[config.mk]
export PLATFORM = sky130hd
export DESIGN_NAME = tga_rgb24_stream_decoder_flat
export DESIGN_NICKNAME = d
export VERILOG_FILES = /design/src/rtl/tgad_pkg.sv /design/src/rtl/tgad_byte_if.sv /design/src/rtl/tgad_pix_if.sv /design/src/rtl/tgad_in_stage.sv /design/src/rtl/tgad_core.sv /design/src/rtl/tgad_out_stage.sv /design/src/rtl/tga_rgb24_stream_decoder.sv /design/src/flat_wrapper.sv
export SDC_FILE = /design/constraint.sdc
export NUM_CORES = 1
export LEC_CHECK = 0
export ABC_CLOCK_PERIOD_IN_PS = 8900
export BUFFER_PORTS_ARGS = -buffer_cell sky130_fd_sc_hd__clkbuf_2
export CORE_ASPECT_RATIO = 0.5
export CORE_MARGIN = 3
export CORE_UTILIZATION = 40
export CTS_BUF_LIST = sky130_fd_sc_hd__clkbuf_8 sky130_fd_sc_hd__clkbuf_16
export CTS_CLUSTER_SIZE = 28
export DETAILED_ROUTE_END_ITERATION = 6
export GPL_ROUTABILITY_DRIVEN = 0
export PLACE_DENSITY = 0.57
export SLEW_MARGIN = 0
export SYNTH_ARGS = -nofsm -noshare
export SYNTH_HDL_FRONTEND = slang
export SYNTH_SLANG_ARGS = --single-unit
[constraint.sdc]
create_clock -name clk -period 8.9 [get_ports clk]
set_input_delay 0.89 -clock clk [delete_from_list [all_inputs] [get_ports clk]]
set_output_delay 0.89 -clock clk [all_outputs]
set_load 0.01 [all_outputs]
[src/rtl/tgad_pkg.sv]
// ----------------------------------------------------------------------------
// tgad_pkg
// Types and constants shared by the TGA 24-bit stream decoder.
// ----------------------------------------------------------------------------
`default_nettype none

package tgad_pkg;

    localparam int unsigned HDR_CNT_W = 5;
    localparam logic [HDR_CNT_W-1:0] HDR_LAST_POS   = 5'd17;
    localparam logic [HDR_CNT_W-1:0] HDR_DONE_COUNT = 5'd18;
    localparam logic [HDR_CNT_W-1:0] HDR_POS_TYPE   = 5'd2;
    localparam logic [HDR_CNT_W-1:0] HDR_POS_W_LO   = 5'd12;
    localparam logic [HDR_CNT_W-1:0] HDR_POS_W_HI   = 5'd13;
    localparam logic [HDR_CNT_W-1:0] HDR_POS_H_LO   = 5'd14;
    localparam logic [HDR_CNT_W-1:0] HDR_POS_H_HI   = 5'd15;
    localparam logic [HDR_CNT_W-1:0] HDR_POS_DEPTH  = 5'd16;

    localparam logic [7:0] REQUIRED_DEPTH = 8'd24;
    localparam logic [7:0] TYPE_TRUECOLOR = 8'd2;
    localparam logic [7:0] TYPE_GREY      = 8'd3;
    localparam logic [7:0] ALPHA_VALUE    = 8'hFF;

    typedef enum logic [1:0] {
        MODE_HEADER = 2'd0,
        MODE_PIXELS = 2'd1,
        MODE_SKIP   = 2'd2
    } mode_t;

    typedef enum logic [1:0] {
        PHASE_BLUE  = 2'd0,
        PHASE_GREEN = 2'd1,
        PHASE_RED   = 2'd2
    } phase_t;

    typedef enum logic [2:0] {
        ST_PIXEL        = 3'd0,
        ST_TRUNC_HEADER = 3'd1,
        ST_BAD_DEPTH    = 3'd2,
        ST_BAD_TYPE     = 3'd3,
        ST_TRUNC_PIXELS = 3'd4
    } status_t;

    typedef struct packed {
        logic [7:0] data_byte;
        logic       end_of_file;
    } byte_item_t;

    typedef struct packed {
        logic       valid;
        byte_item_t item;
    } byte_stage_t;

    typedef struct packed {
        status_t     status;
        logic [31:0] pixel_rgba;
        logic [15:0] column;
        logic [15:0] dest_row;
        logic        last_pixel;
    } result_t;

    typedef struct packed {
        logic    valid;
        result_t res;
    } result_stage_t;

endpackage

`default_nettype wire

[src/rtl/tgad_byte_if.sv]
// ----------------------------------------------------------------------------
// tgad_byte_if
// Byte stream channel: one file byte per transfer, with end-of-file mark.
// ----------------------------------------------------------------------------
`default_nettype none

interface tgad_byte_if;
    logic       valid;
    logic       ready;
    logic [7:0] data_byte;
    logic       end_of_file;

    modport source (output valid, output data_byte, output end_of_file, input ready);
    modport sink   (input valid, input data_byte, input end_of_file, output ready);
endinterface

`default_nettype wire

[src/rtl/tgad_pix_if.sv]
// ----------------------------------------------------------------------------
// tgad_pix_if
// Result channel: one pixel or status word per transfer.
// ----------------------------------------------------------------------------
`default_nettype none

interface tgad_pix_if;
    logic        valid;
    logic        ready;
    logic [2:0]  status;
    logic [31:0] pixel_rgba;
    logic [15:0] column;
    logic [15:0] dest_row;
    logic        last_pixel;

    modport source (
        output valid, output status, output pixel_rgba, output column,
        output dest_row, output last_pixel, input ready
    );
    modport sink (
        input valid, input status, input pixel_rgba, input column,
        input dest_row, input last_pixel, output ready
    );
endinterface

`default_nettype wire

[src/rtl/tgad_in_stage.sv]
// ----------------------------------------------------------------------------
// tgad_in_stage
// Input register for the byte stream; holds one byte until the decoder
// can take it.
// ----------------------------------------------------------------------------
`default_nettype none

module tgad_in_stage (
    input  wire logic                 clk,
    input  wire logic                 rst_n,
    tgad_byte_if.sink                 in_ch,
    input  wire logic                 advance,
    output tgad_pkg::byte_stage_t     stage
);

    logic                 valid_reg;
    logic                 valid_next;
    tgad_pkg::byte_item_t item_reg;
    logic                 load;

    assign in_ch.ready = !valid_reg || advance;
    assign load        = in_ch.valid && in_ch.ready;

    always_comb
    begin
        valid_next = valid_reg;
        if (load)
        begin
            valid_next = 1'b1;
        end
        else if (advance)
        begin
            valid_next = 1'b0;
        end
    end

    always_ff @(posedge clk or negedge rst_n)
    begin
        if (!rst_n)
        begin
            valid_reg <= 1'b0;
        end
        else
        begin
            valid_reg <= valid_next;
        end
    end

    always_ff @(posedge clk)
    begin
        if (load)
        begin
            item_reg.data_byte   <= in_ch.data_byte;
            item_reg.end_of_file <= in_ch.end_of_file;
        end
    end

    assign stage = {valid_reg, item_reg};

endmodule

`default_nettype wire

[src/rtl/tgad_core.sv]
// ----------------------------------------------------------------------------
// tgad_core
// Header parser and pixel assembler: updates the decode state for one byte
// and forms the result it causes.
// ----------------------------------------------------------------------------
`default_nettype none

module tgad_core (
    input  wire logic                   clk,
    input  wire logic                   rst_n,
    input  wire tgad_pkg::byte_stage_t  stage,
    input  wire logic                   advance,
    output tgad_pkg::result_stage_t     result
);

    tgad_pkg::mode_t                    mode_reg,  mode_next;
    logic [tgad_pkg::HDR_CNT_W-1:0]     header_count_reg, header_count_next;
    logic [15:0]                        image_width_reg,  image_width_next;
    logic [15:0]                        image_height_reg, image_height_next;
    logic [7:0]                         image_type_reg,   image_type_next;
    logic [7:0]                         depth_reg,        depth_next;
    tgad_pkg::phase_t                   phase_reg,        phase_next;
    logic [15:0]                        held_bg_reg,      held_bg_next;
    logic [15:0]                        column_reg,       column_next;
    logic [15:0]                        file_row_reg,     file_row_next;

    logic        fire;
    logic        eof;
    logic [7:0]  b;
    logic        hdr_done;
    logic        depth_bad;
    logic        type_bad;
    logic        empty_img;
    logic        end_col;
    logic        last;
    logic [15:0] dest_row;

    assign fire      = stage.valid && advance;
    assign eof       = stage.item.end_of_file;
    assign b         = stage.item.data_byte;
    assign hdr_done  = (header_count_reg == tgad_pkg::HDR_LAST_POS);
    assign depth_bad = (depth_reg != tgad_pkg::REQUIRED_DEPTH);
    assign type_bad  = (image_type_reg != tgad_pkg::TYPE_TRUECOLOR)
                    && (image_type_reg != tgad_pkg::TYPE_GREY);
    assign empty_img = (image_width_reg == 16'd0) || (image_height_reg == 16'd0);
    assign end_col   = (column_reg == image_width_reg - 16'd1);
    assign last      = end_col && (file_row_reg == image_height_reg - 16'd1);
    assign dest_row  = image_height_reg - 16'd1 - file_row_reg;

    // next mode
    always_comb
    begin
        mode_next = mode_reg;
        if (fire)
        begin
            if (eof)
            begin
                mode_next = tgad_pkg::MODE_HEADER;
            end
            else
            begin
                case (mode_reg)
                    tgad_pkg::MODE_HEADER:
                    begin
                        if (hdr_done)
                        begin
                            if (depth_bad || type_bad || empty_img)
                            begin
                                mode_next = tgad_pkg::MODE_SKIP;
                            end
                            else
                            begin
                                mode_next = tgad_pkg::MODE_PIXELS;
                            end
                        end
                    end
                    tgad_pkg::MODE_PIXELS:
                    begin
                        if (phase_reg == tgad_pkg::PHASE_RED && last)
                        begin
                            mode_next = tgad_pkg::MODE_SKIP;
                        end
                    end
                    default:
                    begin
                        mode_next = mode_reg;
                    end
                endcase
            end
        end
    end

    // datapath state and result
    always_comb
    begin
        header_count_next = header_count_reg;
        image_width_next  = image_width_reg;
        image_height_next = image_height_reg;
        image_type_next   = image_type_reg;
        depth_next        = depth_reg;
        phase_next        = phase_reg;
        held_bg_next      = held_bg_reg;
        column_next       = column_reg;
        file_row_next     = file_row_reg;

        result.valid          = 1'b0;
        result.res.status     = tgad_pkg::ST_PIXEL;
        result.res.pixel_rgba = 32'd0;
        result.res.column     = 16'd0;
        result.res.dest_row   = 16'd0;
        result.res.last_pixel = 1'b0;

        if (fire)
        begin
            case (mode_reg)
                tgad_pkg::MODE_HEADER:
                begin
                    if (header_count_reg == tgad_pkg::HDR_POS_TYPE)
                    begin
                        image_type_next = b;
                    end
                    if (header_count_reg == tgad_pkg::HDR_POS_W_LO)
                    begin
                        image_width_next = {image_width_reg[15:8], b};
                    end
                    if (header_count_reg == tgad_pkg::HDR_POS_W_HI)
                    begin
                        image_width_next = {b, image_width_reg[7:0]};
                    end
                    if (header_count_reg == tgad_pkg::HDR_POS_H_LO)
                    begin
                        image_height_next = {image_height_reg[15:8], b};
                    end
                    if (header_count_reg == tgad_pkg::HDR_POS_H_HI)
                    begin
                        image_height_next = {b, image_height_reg[7:0]};
                    end
                    if (header_count_reg == tgad_pkg::HDR_POS_DEPTH)
                    begin
                        depth_next = b;
                    end

                    if (!hdr_done)
                    begin
                        header_count_next = header_count_reg + 1'b1;
                        if (eof)
                        begin
                            result.valid      = 1'b1;
                            result.res.status = tgad_pkg::ST_TRUNC_HEADER;
                        end
                    end
                    else
                    begin
                        header_count_next = tgad_pkg::HDR_DONE_COUNT;
                        phase_next        = tgad_pkg::PHASE_BLUE;
                        column_next       = 16'd0;
                        file_row_next     = 16'd0;
                        if (depth_bad)
                        begin
                            result.valid      = 1'b1;
                            result.res.status = tgad_pkg::ST_BAD_DEPTH;
                        end
                        else if (type_bad)
                        begin
                            result.valid      = 1'b1;
                            result.res.status = tgad_pkg::ST_BAD_TYPE;
                        end
                        else if (!empty_img && eof)
                        begin
                            result.valid      = 1'b1;
                            result.res.status = tgad_pkg::ST_TRUNC_PIXELS;
                        end
                    end
                end
                tgad_pkg::MODE_PIXELS:
                begin
                    case (phase_reg)
                        tgad_pkg::PHASE_BLUE:
                        begin
                            held_bg_next = {b, 8'd0};
                            phase_next   = tgad_pkg::PHASE_GREEN;
                        end
                        tgad_pkg::PHASE_GREEN:
                        begin
                            held_bg_next = {held_bg_reg[15:8], b};
                            phase_next   = tgad_pkg::PHASE_RED;
                        end
                        default:
                        begin
                            phase_next = tgad_pkg::PHASE_BLUE;
                            if (end_col)
                            begin
                                column_next   = 16'd0;
                                file_row_next = file_row_reg + 16'd1;
                            end
                            else
                            begin
                                column_next = column_reg + 16'd1;
                            end
                        end
                    endcase

                    if (phase_reg == tgad_pkg::PHASE_RED && (last || !eof))
                    begin
                        result.valid          = 1'b1;
                        result.res.status     = tgad_pkg::ST_PIXEL;
                        result.res.pixel_rgba = {b, held_bg_reg[7:0], held_bg_reg[15:8],
                                                 tgad_pkg::ALPHA_VALUE};
                        result.res.column     = column_reg;
                        result.res.dest_row   = dest_row;
                        result.res.last_pixel = last;
                    end
                    else if (eof)
                    begin
                        result.valid      = 1'b1;
                        result.res.status = tgad_pkg::ST_TRUNC_PIXELS;
                    end
                end
                default:
                begin
                    header_count_next = header_count_reg;
                end
            endcase

            // end of file returns everything to the post-reset state
            if (eof)
            begin
                header_count_next = '0;
                image_width_next  = 16'd0;
                image_height_next = 16'd0;
                image_type_next   = 8'd0;
                depth_next        = 8'd0;
                phase_next        = tgad_pkg::PHASE_BLUE;
                held_bg_next      = 16'd0;
                column_next       = 16'd0;
                file_row_next     = 16'd0;
            end
        end
    end

    always_ff @(posedge clk or negedge rst_n)
    begin
        if (!rst_n)
        begin
            mode_reg         <= tgad_pkg::MODE_HEADER;
            header_count_reg <= '0;
            image_width_reg  <= 16'd0;
            image_height_reg <= 16'd0;
            image_type_reg   <= 8'd0;
            depth_reg        <= 8'd0;
            phase_reg        <= tgad_pkg::PHASE_BLUE;
            held_bg_reg      <= 16'd0;
            column_reg       <= 16'd0;
            file_row_reg     <= 16'd0;
        end
        else
        begin
            mode_reg         <= mode_next;
            header_count_reg <= header_count_next;
            image_width_reg  <= image_width_next;
            image_height_reg <= image_height_next;
            image_type_reg   <= image_type_next;
            depth_reg        <= depth_next;
            phase_reg        <= phase_next;
            held_bg_reg      <= held_bg_next;
            column_reg       <= column_next;
            file_row_reg     <= file_row_next;
        end
    end

    a_pixels_after_header: assert property (@(posedge clk) disable iff (!rst_n)
        mode_reg == tgad_pkg::MODE_PIXELS |-> header_count_reg == tgad_pkg::HDR_DONE_COUNT)
        else $error("pixel mode entered without a complete header");

    a_eof_clears: assert property (@(posedge clk) disable iff (!rst_n)
        fire && eof |=> mode_reg == tgad_pkg::MODE_HEADER && header_count_reg == '0
                        && phase_reg == tgad_pkg::PHASE_BLUE)
        else $error("end of file did not return to header parsing");

    a_pixel_on_red: assert property (@(posedge clk) disable iff (!rst_n)
        result.valid && result.res.status == tgad_pkg::ST_PIXEL
            |-> mode_reg == tgad_pkg::MODE_PIXELS && phase_reg == tgad_pkg::PHASE_RED)
        else $error("pixel result outside the third byte of a pixel");

    a_result_needs_fire: assert property (@(posedge clk) disable iff (!rst_n)
        result.valid |-> fire)
        else $error("result produced without a byte transfer");

    a_last_leaves_pixels: assert property (@(posedge clk) disable iff (!rst_n)
        result.valid && result.res.last_pixel |=> mode_reg != tgad_pkg::MODE_PIXELS)
        else $error("decoder stayed in pixel mode after the final pixel");

endmodule

`default_nettype wire

[src/rtl/tgad_out_stage.sv]
// ----------------------------------------------------------------------------
// tgad_out_stage
// Result register driving the output channel; frees the decoder whenever
// the register is empty or being drained.
// ----------------------------------------------------------------------------
`default_nettype none

module tgad_out_stage (
    input  wire logic                     clk,
    input  wire logic                     rst_n,
    input  wire tgad_pkg::result_stage_t  result,
    output logic                          advance,
    tgad_pix_if.source                    out_ch
);

    logic              valid_reg;
    logic              valid_next;
    tgad_pkg::result_t res_reg;

    assign advance = !valid_reg || out_ch.ready;

    always_comb
    begin
        valid_next = valid_reg;
        if (advance)
        begin
            valid_next = result.valid;
        end
    end

    always_ff @(posedge clk or negedge rst_n)
    begin
        if (!rst_n)
        begin
            valid_reg <= 1'b0;
        end
        else
        begin
            valid_reg <= valid_next;
        end
    end

    always_ff @(posedge clk)
    begin
        if (advance && result.valid)
        begin
            res_reg <= result.res;
        end
    end

    assign out_ch.valid      = valid_reg;
    assign out_ch.status     = res_reg.status;
    assign out_ch.pixel_rgba = res_reg.pixel_rgba;
    assign out_ch.column     = res_reg.column;
    assign out_ch.dest_row   = res_reg.dest_row;
    assign out_ch.last_pixel = res_reg.last_pixel;

endmodule

`default_nettype wire

[src/rtl/tga_rgb24_stream_decoder.sv]
// Path: a transferred byte lands in the input register; its result is
//   loaded into the result register once that register is empty or draining.
// Throughput: one byte per cycle, sustained while the output side is ready;
//   the decoder state updates once per byte.
// Reset: rst_n clears all decode state to header parsing and empties both
//   registers; no result is pending after reset.
// ----------------------------------------------------------------------------
// tga_rgb24_stream_decoder
// Uncompressed 24-bit TGA decoder: parses the 18-byte header, then turns
// blue/green/red byte triples into RGBA pixels tagged with column and
// bottom-up flipped row, or reports a status for bad or truncated files.
// ----------------------------------------------------------------------------
`default_nettype none

module tga_rgb24_stream_decoder (
    input  wire logic   clk,
    input  wire logic   rst_n,
    tgad_byte_if.sink   in_ch,
    tgad_pix_if.source  out_ch
);

    tgad_pkg::byte_stage_t   stage;
    tgad_pkg::result_stage_t result;
    logic                    advance;

    tgad_in_stage u_in_stage (
        .clk     (clk),
        .rst_n   (rst_n),
        .in_ch   (in_ch),
        .advance (advance),
        .stage   (stage)
    );

    tgad_core u_core (
        .clk     (clk),
        .rst_n   (rst_n),
        .stage   (stage),
        .advance (advance),
        .result  (result)
    );

    tgad_out_stage u_out_stage (
        .clk     (clk),
        .rst_n   (rst_n),
        .result  (result),
        .advance (advance),
        .out_ch  (out_ch)
    );

endmodule

`default_nettype wire

[src/flat_wrapper.sv]
// flat-port wrapper written by rule: the top's interface ports become plain ports
module tga_rgb24_stream_decoder_flat 
  (clk, rst_n, in_ch_valid, in_ch_data_byte, in_ch_end_of_file, in_ch_ready, out_ch_valid, out_ch_status, out_ch_pixel_rgba, out_ch_column, out_ch_dest_row, out_ch_last_pixel, out_ch_ready);
  tgad_byte_if in_ch_i ();
  tgad_pix_if out_ch_i ();
  input  wire logic clk;
  input  wire logic rst_n;
  input wire logic [$bits(in_ch_i.valid)-1:0] in_ch_valid;
  input wire logic [$bits(in_ch_i.data_byte)-1:0] in_ch_data_byte;
  input wire logic [$bits(in_ch_i.end_of_file)-1:0] in_ch_end_of_file;
  output wire logic [$bits(in_ch_i.ready)-1:0] in_ch_ready;
  output wire logic [$bits(out_ch_i.valid)-1:0] out_ch_valid;
  output wire logic [$bits(out_ch_i.status)-1:0] out_ch_status;
  output wire logic [$bits(out_ch_i.pixel_rgba)-1:0] out_ch_pixel_rgba;
  output wire logic [$bits(out_ch_i.column)-1:0] out_ch_column;
  output wire logic [$bits(out_ch_i.dest_row)-1:0] out_ch_dest_row;
  output wire logic [$bits(out_ch_i.last_pixel)-1:0] out_ch_last_pixel;
  input wire logic [$bits(out_ch_i.ready)-1:0] out_ch_ready;
  assign in_ch_i.valid = in_ch_valid;
  assign in_ch_i.data_byte = in_ch_data_byte;
  assign in_ch_i.end_of_file = in_ch_end_of_file;
  assign in_ch_ready = in_ch_i.ready;
  assign out_ch_valid = out_ch_i.valid;
  assign out_ch_status = out_ch_i.status;
  assign out_ch_pixel_rgba = out_ch_i.pixel_rgba;
  assign out_ch_column = out_ch_i.column;
  assign out_ch_dest_row = out_ch_i.dest_row;
  assign out_ch_last_pixel = out_ch_i.last_pixel;
  assign out_ch_i.ready = out_ch_ready;
  tga_rgb24_stream_decoder u_core (.clk(clk), .rst_n(rst_n), .in_ch(in_ch_i), .out_ch(out_ch_i));
endmodule
---- Word-level counts from Yosys, hierarchy flattened ----
Cells that the tools add are included.
storage, ports and cells
  register bits ........................... 184
  bits in writable memories ............... 0
  bits in latches ......................... 0
  memories kept ........................... 0
  output and inout port bits .............. 70
  bits in read-only memories .............. 0
  logic and storage cells ................. 152
operators by class
  reductions and logical operators ........ 50
  div/mod/pow operators ................... 0
  magnitude comparators ................... 0
  add/sub/neg operators ................... 6
  bitwise logic cells ..................... 0
  shift-type cells ........................ 0
  equality and inequality tests ........... 22
  $mul .................................... 0
  mux-type cells .......................... 51
operator list
  operator               number
  $mux 16                15
  $mux 65                2
  $pmux 16 s2            3
  $mux 69                1
  $mux 8                 8
  $add 16x1->16 const B  2
  $eq 16x16->1           2
  $logic_not 16->1       2
  $sub 16x1->16 const B  2
  $mux 4                 7
  $reduce_and 3->1       7
  $eq 5x4->1 const B     4
  $reduce_and 4->1       5
  $reduce_bool 2->1      10
  $ne 8x2->1 const B     2
  $sub 16x16->16         1
  $mux 5                 3
  $mux 2                 6
  $ne 3x2->1 const B     4
  $pmux 2 s2             3
  $eq 5x5->1 const B     2
  $logic_and 1x1->1      8
  $ne 8x5->1 const B     1
  $pmux 4 s2             1
  13 further kinds       28

---- Logic depth before layout (Yosys ltp) ----
Gate-level depths: netlist (run 1).
  depth after elaboration ................. 11
  mapped depth ............................ 16
  mapped depth without buffers ............ 15

---- By module ----
From an unflattened synthesis (run 1), not the netlist that was laid out.
unflattened totals
  cells, all modules ...................... 947
  area, all modules ....................... 9605.5 um^2
by module, submodules not included
  module          cells an instance  area an instance (um^2)  times used
  tgad_core       861                7178.1                   1
  tgad_out_stage  72                 2095.8                   1
  tgad_in_stage   14                 331.6                    1

---- Worst setup path before layout (run 1) ----
Ideal clock, no wire load.
  kind .................................... register to register
  from .................................... register u_core.u_core.image_height_reg[4]
  to ...................................... register u_core.u_out_stage.res_reg, in the netlist u_core.u_out_stage.out_ch.column[2] (data pin)
  clock period less this slack ............ 3667 ps
  arrival ................................. 3535 ps
  data required time ...................... 8768 ps
  cell stages (with the launch flop) ...... 16
  setup slack ............................. 5233 ps
  cell sequence ........................... dfrtp_1 nor4_1 nand2_1 or3_1 or3_1 xnor2_1 ha_1 nand2_1 nor3_1 nand4_1 nor2_1 nand4_4 a211o_4 inv_4 buf_6 and2_1
between the ends
  cells in the longest elaborated chain, start to end .. 6
RTL lines
  item                               line                  text
  start, declared                    tgad_core.sv:19       logic [15:0] image_height_reg, image_height_next;
  start signal, assigned             tgad_core.sv:261      image_height_reg <= image_height_next;
  $sub 16x1->16                      tgad_core.sv:47       assign last = end_col && (file_row_reg == image_height_reg - 16'd1);
  $eq 16x16->1                       tgad_core.sv:47
  $logic_and 1x1->1                  tgad_core.sv:47
  $logic_or 1x1->1                   tgad_core.sv:203      if (phase_reg == tgad_pkg::PHASE_RED && (last || !eof))
  $logic_and 1x1->1                  tgad_core.sv:203
  $reduce_and 3->1 (no source line)  --
  end signal, assigned               tgad_out_stage.sv:47  res_reg <= result.res;
  end, declared                      tgad_out_stage.sv:18  tgad_pkg::result_t res_reg;
No other way between the ends.
A chain may end at the register's enable or synchronous reset.

---- Worst setup path in the final report (run 1) ----
  from .................................... register u_core.u_core.image_height_reg[4]
  to ...................................... register u_core.u_out_stage.res_reg, in the netlist u_core.u_out_stage.out_ch.pixel_rgba[26] (data pin)
Same word-level chain as after synthesis.

==> flow_summary.toml, run 1 <==
[timing]
rsz0062_at_grt = "no"
setup_viol = 0
skew_ps = 11.8
fin_crit_ps = 4350
tns_ps = 0
fin_crit_sh = 0.489
fmax_mhz = 230
slew_viol_final = 0
hold_viol_final = 0
slew_headroom = 0.303
worstMarginPinSlew_ps = 1040
setup_slack_ps = 4550

[place]
portBuffers = 82
dpl.hpwl_um = 17100
pre_cts_slack_ps = 4570
dp_cells = 1253

[synthesis]
synth_common_cells = "dfrtp_1 (106), nand2_1 (106), edfxtp_1 (70)"
ys_seq_area_frac = 0.517
netlist_area_um2 = 9200
synth_nets = 946
yosys_most_used_dff = "dfrtp_1"
syn_inst = 908
synth_warnings = 0
synthTopCellsByArea = "dfrtp_1 (29%), edfxtp_1 (23%), nand2_1 (4.3%), ha_1 (3.3%), xnor2_1 (3.2%)"
ys_types = 69
ys_seq_elements = 176
ys_async_sr_fraction = 0.602
syn_area_per_cell_um2 = 10.1
synth_edf_count = 70
synth_top_area_frac = 0.288
synth_largest_area_cell = "dfrtp_1"

[floorplanning]
die_h_um = 113
io_pins = 83
start_util = 0.416
die-area_um2 = 25000
die_x_um = 220
coreArea_um2 = 22100
rows = 38

[pwr]
p_total_mw = 2.36
p_comb_frac = 0.268
clkPwrFrac = 0.314
swShare = 0.341
p_sw_uw = 803
powerDensity_nw_per_um2 = 227
ir_drop_uv = 109
seq_power_share = 0.418
p_int_mw = 1.56
p_leak_nw = 4.33

[worst_setup_path]
end_kind = "register"
path_max_fanout = 42
r2r-start = "u_core.u_core.image_height_reg[4]"
critPathSlowestCell = "nor4_1"
r2r_end = "u_core.u_out_stage.out_ch.pixel_rgba[26]"
required_ps = 9210
path_cells = "nor4_1, nand2_1, or3_1, or3_1, xnor2_1, ha_1, nand2_1, nor3_1, nand4_1, nor2_1, nand4_4, a211o_4, inv_4, and2_1"
critPathLaunch = "u_core.u_core.image_height_reg[4]"
endpoint = "u_core.u_out_stage.out_ch.pixel_rgba[26]"
start_kind = "register"
crit_type = "register to register"
rr_worst_depth = 14
slowest_delay_ps = 590
r2r_slack_ps = 4550
crit_arrival_ps = 4660

[clocking]
cts.sinks = 176
numCtsBuffers = 17
insertion_delay_ps = 440
cts_setup_buffers = 0
hold_buffers = 0
cts.clk_slew.worst_paths_ps = 70
clk_path_buf_depth = 2
cts_resized = 0
cts_max_level = 4
cts_tree = "yes"
root_buffer = "clkbuf_16"

[outcome]
outcome = "completed"

[cells_and_area]
syn2layout_area_growth_pct = 13.2
n_antenna_cell = 0
largest_reg_flops = 25
drive_gt1_frac = 0.143
stdcell_count = 1285
nets = 1010

[route]
viasPerCell = 5.45
vias = 7007
routed_wl_um = 23700
drc_errors = 0
postRouteAntennaNets = 0
wl_per_cell_um = 18.5
drtIter0Drc = 546
first_pass_iters = 5

[grt]
antenna_found_initial = 0
grt_pass1_vias = 6818
grt_overflow = 0
grt_max_degree = 74
grt_pass1_wl_um = 38200
grt_usage = 0.199

[flow_run]
cap_violations = 0

[hold_path]
hold_path_class = "input port to asynchronous set/reset pin"
## routing by layer
layer	up-vias	track usage	part of all wire	wire (um)
met3	26	0.0381	0.049	1160
met5	-	0	0	0
met1	3417	0.303	0.51	12100
met4	0	0.0531	0.012	295
li1	3406	-	-	-
met2	158	0.290	0.43	10200
## power groups by stage
stage,combinational [mW],sequential [mW],clock (mW)
after floorplan,0.455,0.988,0
after global placement,0.620,0.999,0
after detailed placement,0.631,1.00,0
after CTS,0.634,0.985,0.757
after global routing,0.714,0.996,0.794
final,0.632,0.985,0.741
## how the worst min path moves through the flow
stage	to	slack, ps	depth (start not counted)
3_3_place_gp	u_core.u_core.held_bg_reg[7]	450	2
4_1_cts	u_core.u_core.file_row_reg[8]	400	1
5_1_grt	u_core.u_core.file_row_reg[8]	430	1
3_5_place_dp	u_core.u_core.held_bg_reg[15]	460	2
2_1_floorplan	u_core.u_core.held_bg_reg[0]	440	2
6_report	u_core.u_core.file_row_reg[5]	400	1
## final cells by class
| class | count | area [um^2] |
|---|---|---|
| sequential | 176 | 4750 |
| tap | 300 | 375 |
| multi-input combinational | 653 | 4080 |
| fill | 2047 | 11700 |
| timing repair buffer | 92 | 488 |
| inverter | 32 | 123 |
| clock buffer | 18 | 450 |
| clock inverter | 14 | 138 |
## through the flow
stage	utilization	hold WS, ps	cell area [um^2]
2_1_floorplan	-	440	9200
3_3_place_gp	0.444	453	9820
3_5_place_dp	0.444	463	9820
4_1_cts	0.471	401	10400
5_1_grt	0.471	426	10400
6_report	0.471	402	10400
## cells in the final DEF, fill, tap and decap left out, types with 4 or more instances in the layout
cell type / n
nor3_1: 19
a21oi_1: 27
a31o_2: 4
inv_6: 5
nand4_1: 23
and3_1: 9
inv_1: 30
nand2_1: 106
or3_1: 9
dfrtp_1: 106
clkbuf_2: 81
ha_1: 24
a21o_1: 6
nand3b_1: 4
a211oi_1: 4
xor2_1: 23
nand3_1: 40
buf_4: 11
or4_1: 12
edfxtp_1: 70
nor4_1: 5
o21ai_1: 5
o21ai_0: 55
xnor2_1: 34
nor2b_1: 4
o21bai_1: 5
nand2b_1: 12
nor2_1: 68
a31oi_1: 5
o31ai_1: 38
clkbuf_16: 18
and2_1: 42
mux2i_1: 18
## cell families (layout without fill, tap and decap cells)
kind of cell             count (synthesis)  after routing  synth area share
adder cells (fa/ha/maj)                 25             25            0.0348
flip-flops                             176            176             0.517
XOR/XNOR                                57             57            0.0543
buffers and inverters                   79            156            0.0396
AO/OA/AOI/OAI                          183            183             0.131
multiplexers                            18             18            0.0196
AND/OR/NAND/NOR                        370            370             0.204
## worst max-delay path, delay by kind of cell, from the launching register on
kind                     cells  cell delay, ps
buffers and inverters        1             300
AND/OR/NAND/NOR             10            2460
AO/OA/AOI/OAI                1             460
flip-flops                   1             420
XOR/XNOR                     1             140
adder cells (fa/ha/maj)      1             400
Power figures use the tool's default switching activity.
==> run 2: changes to the inputs <==
--- a/config.mk
+++ b/config.mk
@@ -5,7 +5,7 @@
 export SDC_FILE = /design/constraint.sdc
 export NUM_CORES = 1
 export LEC_CHECK = 0
-export ABC_CLOCK_PERIOD_IN_PS = 8900
+export ABC_CLOCK_PERIOD_IN_PS = 3950
 export BUFFER_PORTS_ARGS = -buffer_cell sky130_fd_sc_hd__clkbuf_2
 export CORE_ASPECT_RATIO = 0.5
 export CORE_MARGIN = 3
@@ -14,7 +14,7 @@
 export CTS_CLUSTER_SIZE = 28
 export DETAILED_ROUTE_END_ITERATION = 6
 export GPL_ROUTABILITY_DRIVEN = 0
-export PLACE_DENSITY = 0.57
+export PLACE_DENSITY = 0.6
 export SLEW_MARGIN = 0
 export SYNTH_ARGS = -nofsm -noshare
 export SYNTH_HDL_FRONTEND = slang
==> constraint.sdc (replaced) <==
create_clock -name clk -period 3.95 [get_ports clk]
set_input_delay 0.395 -clock clk [delete_from_list [all_inputs] [get_ports clk]]
set_output_delay 0.395 -clock clk [all_outputs]
set_load 0.01 [all_outputs]
==> run 2 against run 1 <==
Against the previous run: count of clock-buffer cells in the layout fell by 1; critical path depth fell by 2; flip-flop and latch count did not move; total power rose by 130%; global-route usage fell by 0.33 points; fmax rose by 17%; largest power group unchanged.
==> flow_summary.toml, run 2 (synthesis gave the netlist of run 1 again) <==
[pwr]
powerDensity_nw_per_um2 = 506
p_leak_nw = 4.43
p_sw_mw = 1.76
p_int_mw = 3.60
ir_drop_uv = 347
swShare = 0.329
p_total_mw = 5.36
seq_power_share = 0.413
clkPwrFrac = 0.310
p_comb_frac = 0.277

[floorplanning]
die_x_um = 220
io_pins = 83
start_util = 0.416
die_h_um = 113
rows = 38
coreArea_um2 = 22100
die-area_um2 = 25000

[grt]
grt_pass1_vias = 6860
antenna_found_initial = 0
grt_max_degree = 53
grt_usage = 0.196
grt_pass1_wl_um = 37900
grt_overflow = 0

[clocking]
cts.clk_slew.worst_paths_ps = 70
clk_path_buf_depth = 2
cts_tree = "yes"
root_buffer = "clkbuf_16"
numCtsBuffers = 17
cts.sinks = 176
cts_max_level = 4
insertion_delay_ps = 430

[timing]
setup_slack_ps = 219
hold_viol_final = 0
rsz0062_at_grt = "no"
fin_hold_ws_ps = 15.9
fmax_mhz = 268
fin_crit_ps = 3730
fin_crit_sh = 0.944
setup_viol = 0
skew_ps = 12.0
slew_viol_final = 0
slew_headroom = 0.246
tns_ps = 0
worstMarginPinSlew_ps = 1120

[route]
routed_wl_um = 23600
first_pass_iters = 5
postRouteAntennaNets = 0
drc_errors = 0
wl_per_cell_um = 18.0
vias = 7055
drtIter0Drc = 537
viasPerCell = 5.39

[place]
placed_cell_area_um2 = 9970
portBuffers = 82
dp_cells = 1271
pre_cts_slack_ps = 5.09
dpl.hpwl_um = 17100

[cells_and_area]
stdcell_count = 1308
syn2layout_area_growth_pct = 15.3
n_antenna_cell = 0
nets = 1033
utilization = 0.480
drive_gt1_frac = 0.161
largest_reg_flops = 25
final_cell_area_um2 = 10600
final_cell_mix = "nand2_1 (106), dfrtp_1 (106), clkbuf_2 (81)"

[worst_setup_path]
start_kind = "register"
crit_arrival_ps = 4040
crit_family = "compound AO/OA/AOI/OAI gates"
end_kind = "register"
required_ps = 4260
path_max_fanout = 22
slowest_delay_ps = 760
critPathSlowestCell = "a21oi_2"
crit_top_cell = "buf_4"
crit_type = "register to register"
path_cells = "inv_1, ha_1, nor2b_1, a221o_1, o311ai_0, nor2_1, and4b_1, a21oi_2, buf_4, nor2_2, buf_4, mux2i_1"
r2r_slack_ps = 220
cp.buffers_inverters = 3

[outcome]
outcome = "completed"

[hold_path]
hold_path_class = "input port to asynchronous set/reset pin"

[flow_run]
cap_violations = 0
## run 2: metal layers
| metal | part of all wire | GRT usage | routed length, um |
|---|---|---|---|
| met5 | 0 | 0 | 0 |
| met2 | 0.43 | 0.296 | 10200 |
| met1 | 0.51 | 0.293 | 11900 |
| met4 | 0.0095 | 0.0411 | 224 |
| met3 | 0.051 | 0.0381 | 1210 |
## run 2: timing repair
action                     in CTS  in global routing
hold buffers                    0                  0
setup endpoints to repair      22                 53
resized for setup               1                  5
pin swaps                       0                  1
buffers inserted                0                  5
## run 2: worst paths after layout
| kind | from | to | cells after the start |
|---|---|---|---|
| worst max-delay path | u_core.u_core.image_width_reg[0] | u_core.u_core.file_row_reg[1] | 12 |
| worst min-delay path | rst_n | u_core.u_core.file_row_reg[12] | 1 |
| worst max register to register | u_core.u_core.image_width_reg[0] | u_core.u_core.file_row_reg[1] | 12 |
| worst min register to register | u_core.u_core.held_bg_reg[12] | u_core.u_core.held_bg_reg[12] | 2 |
| max in group asynchronous | rst_n | u_core.u_core.image_width_reg[15] | 2 |
| min in group clk | in_ch_data_byte[5] | u_core.u_in_stage.stage[6] | 1 |
## run 2: area by class of cell
| type | instances | area [um^2] |
|---|---|---|
| multi-input combinational | 653 | 4100 |
| inverter | 32 | 133 |
| clock inverter | 15 | 144 |
| tap | 300 | 375 |
| clock buffer | 17 | 425 |
| sequential | 176 | 4750 |
| timing repair buffer | 115 | 673 |
| fill | 2108 | 11500 |
## run 2: power by group through the flow
stage | clock [mW] | combinational [mW] | sequential, mW
after CTS | 1.69 | 1.47 | 2.21
final | 1.66 | 1.49 | 2.21
after detailed placement | 0 | 1.46 | 2.24
after global routing | 1.78 | 1.65 | 2.24
after floorplan | 0 | 1.03 | 2.23
after global placement | 0 | 1.44 | 2.24
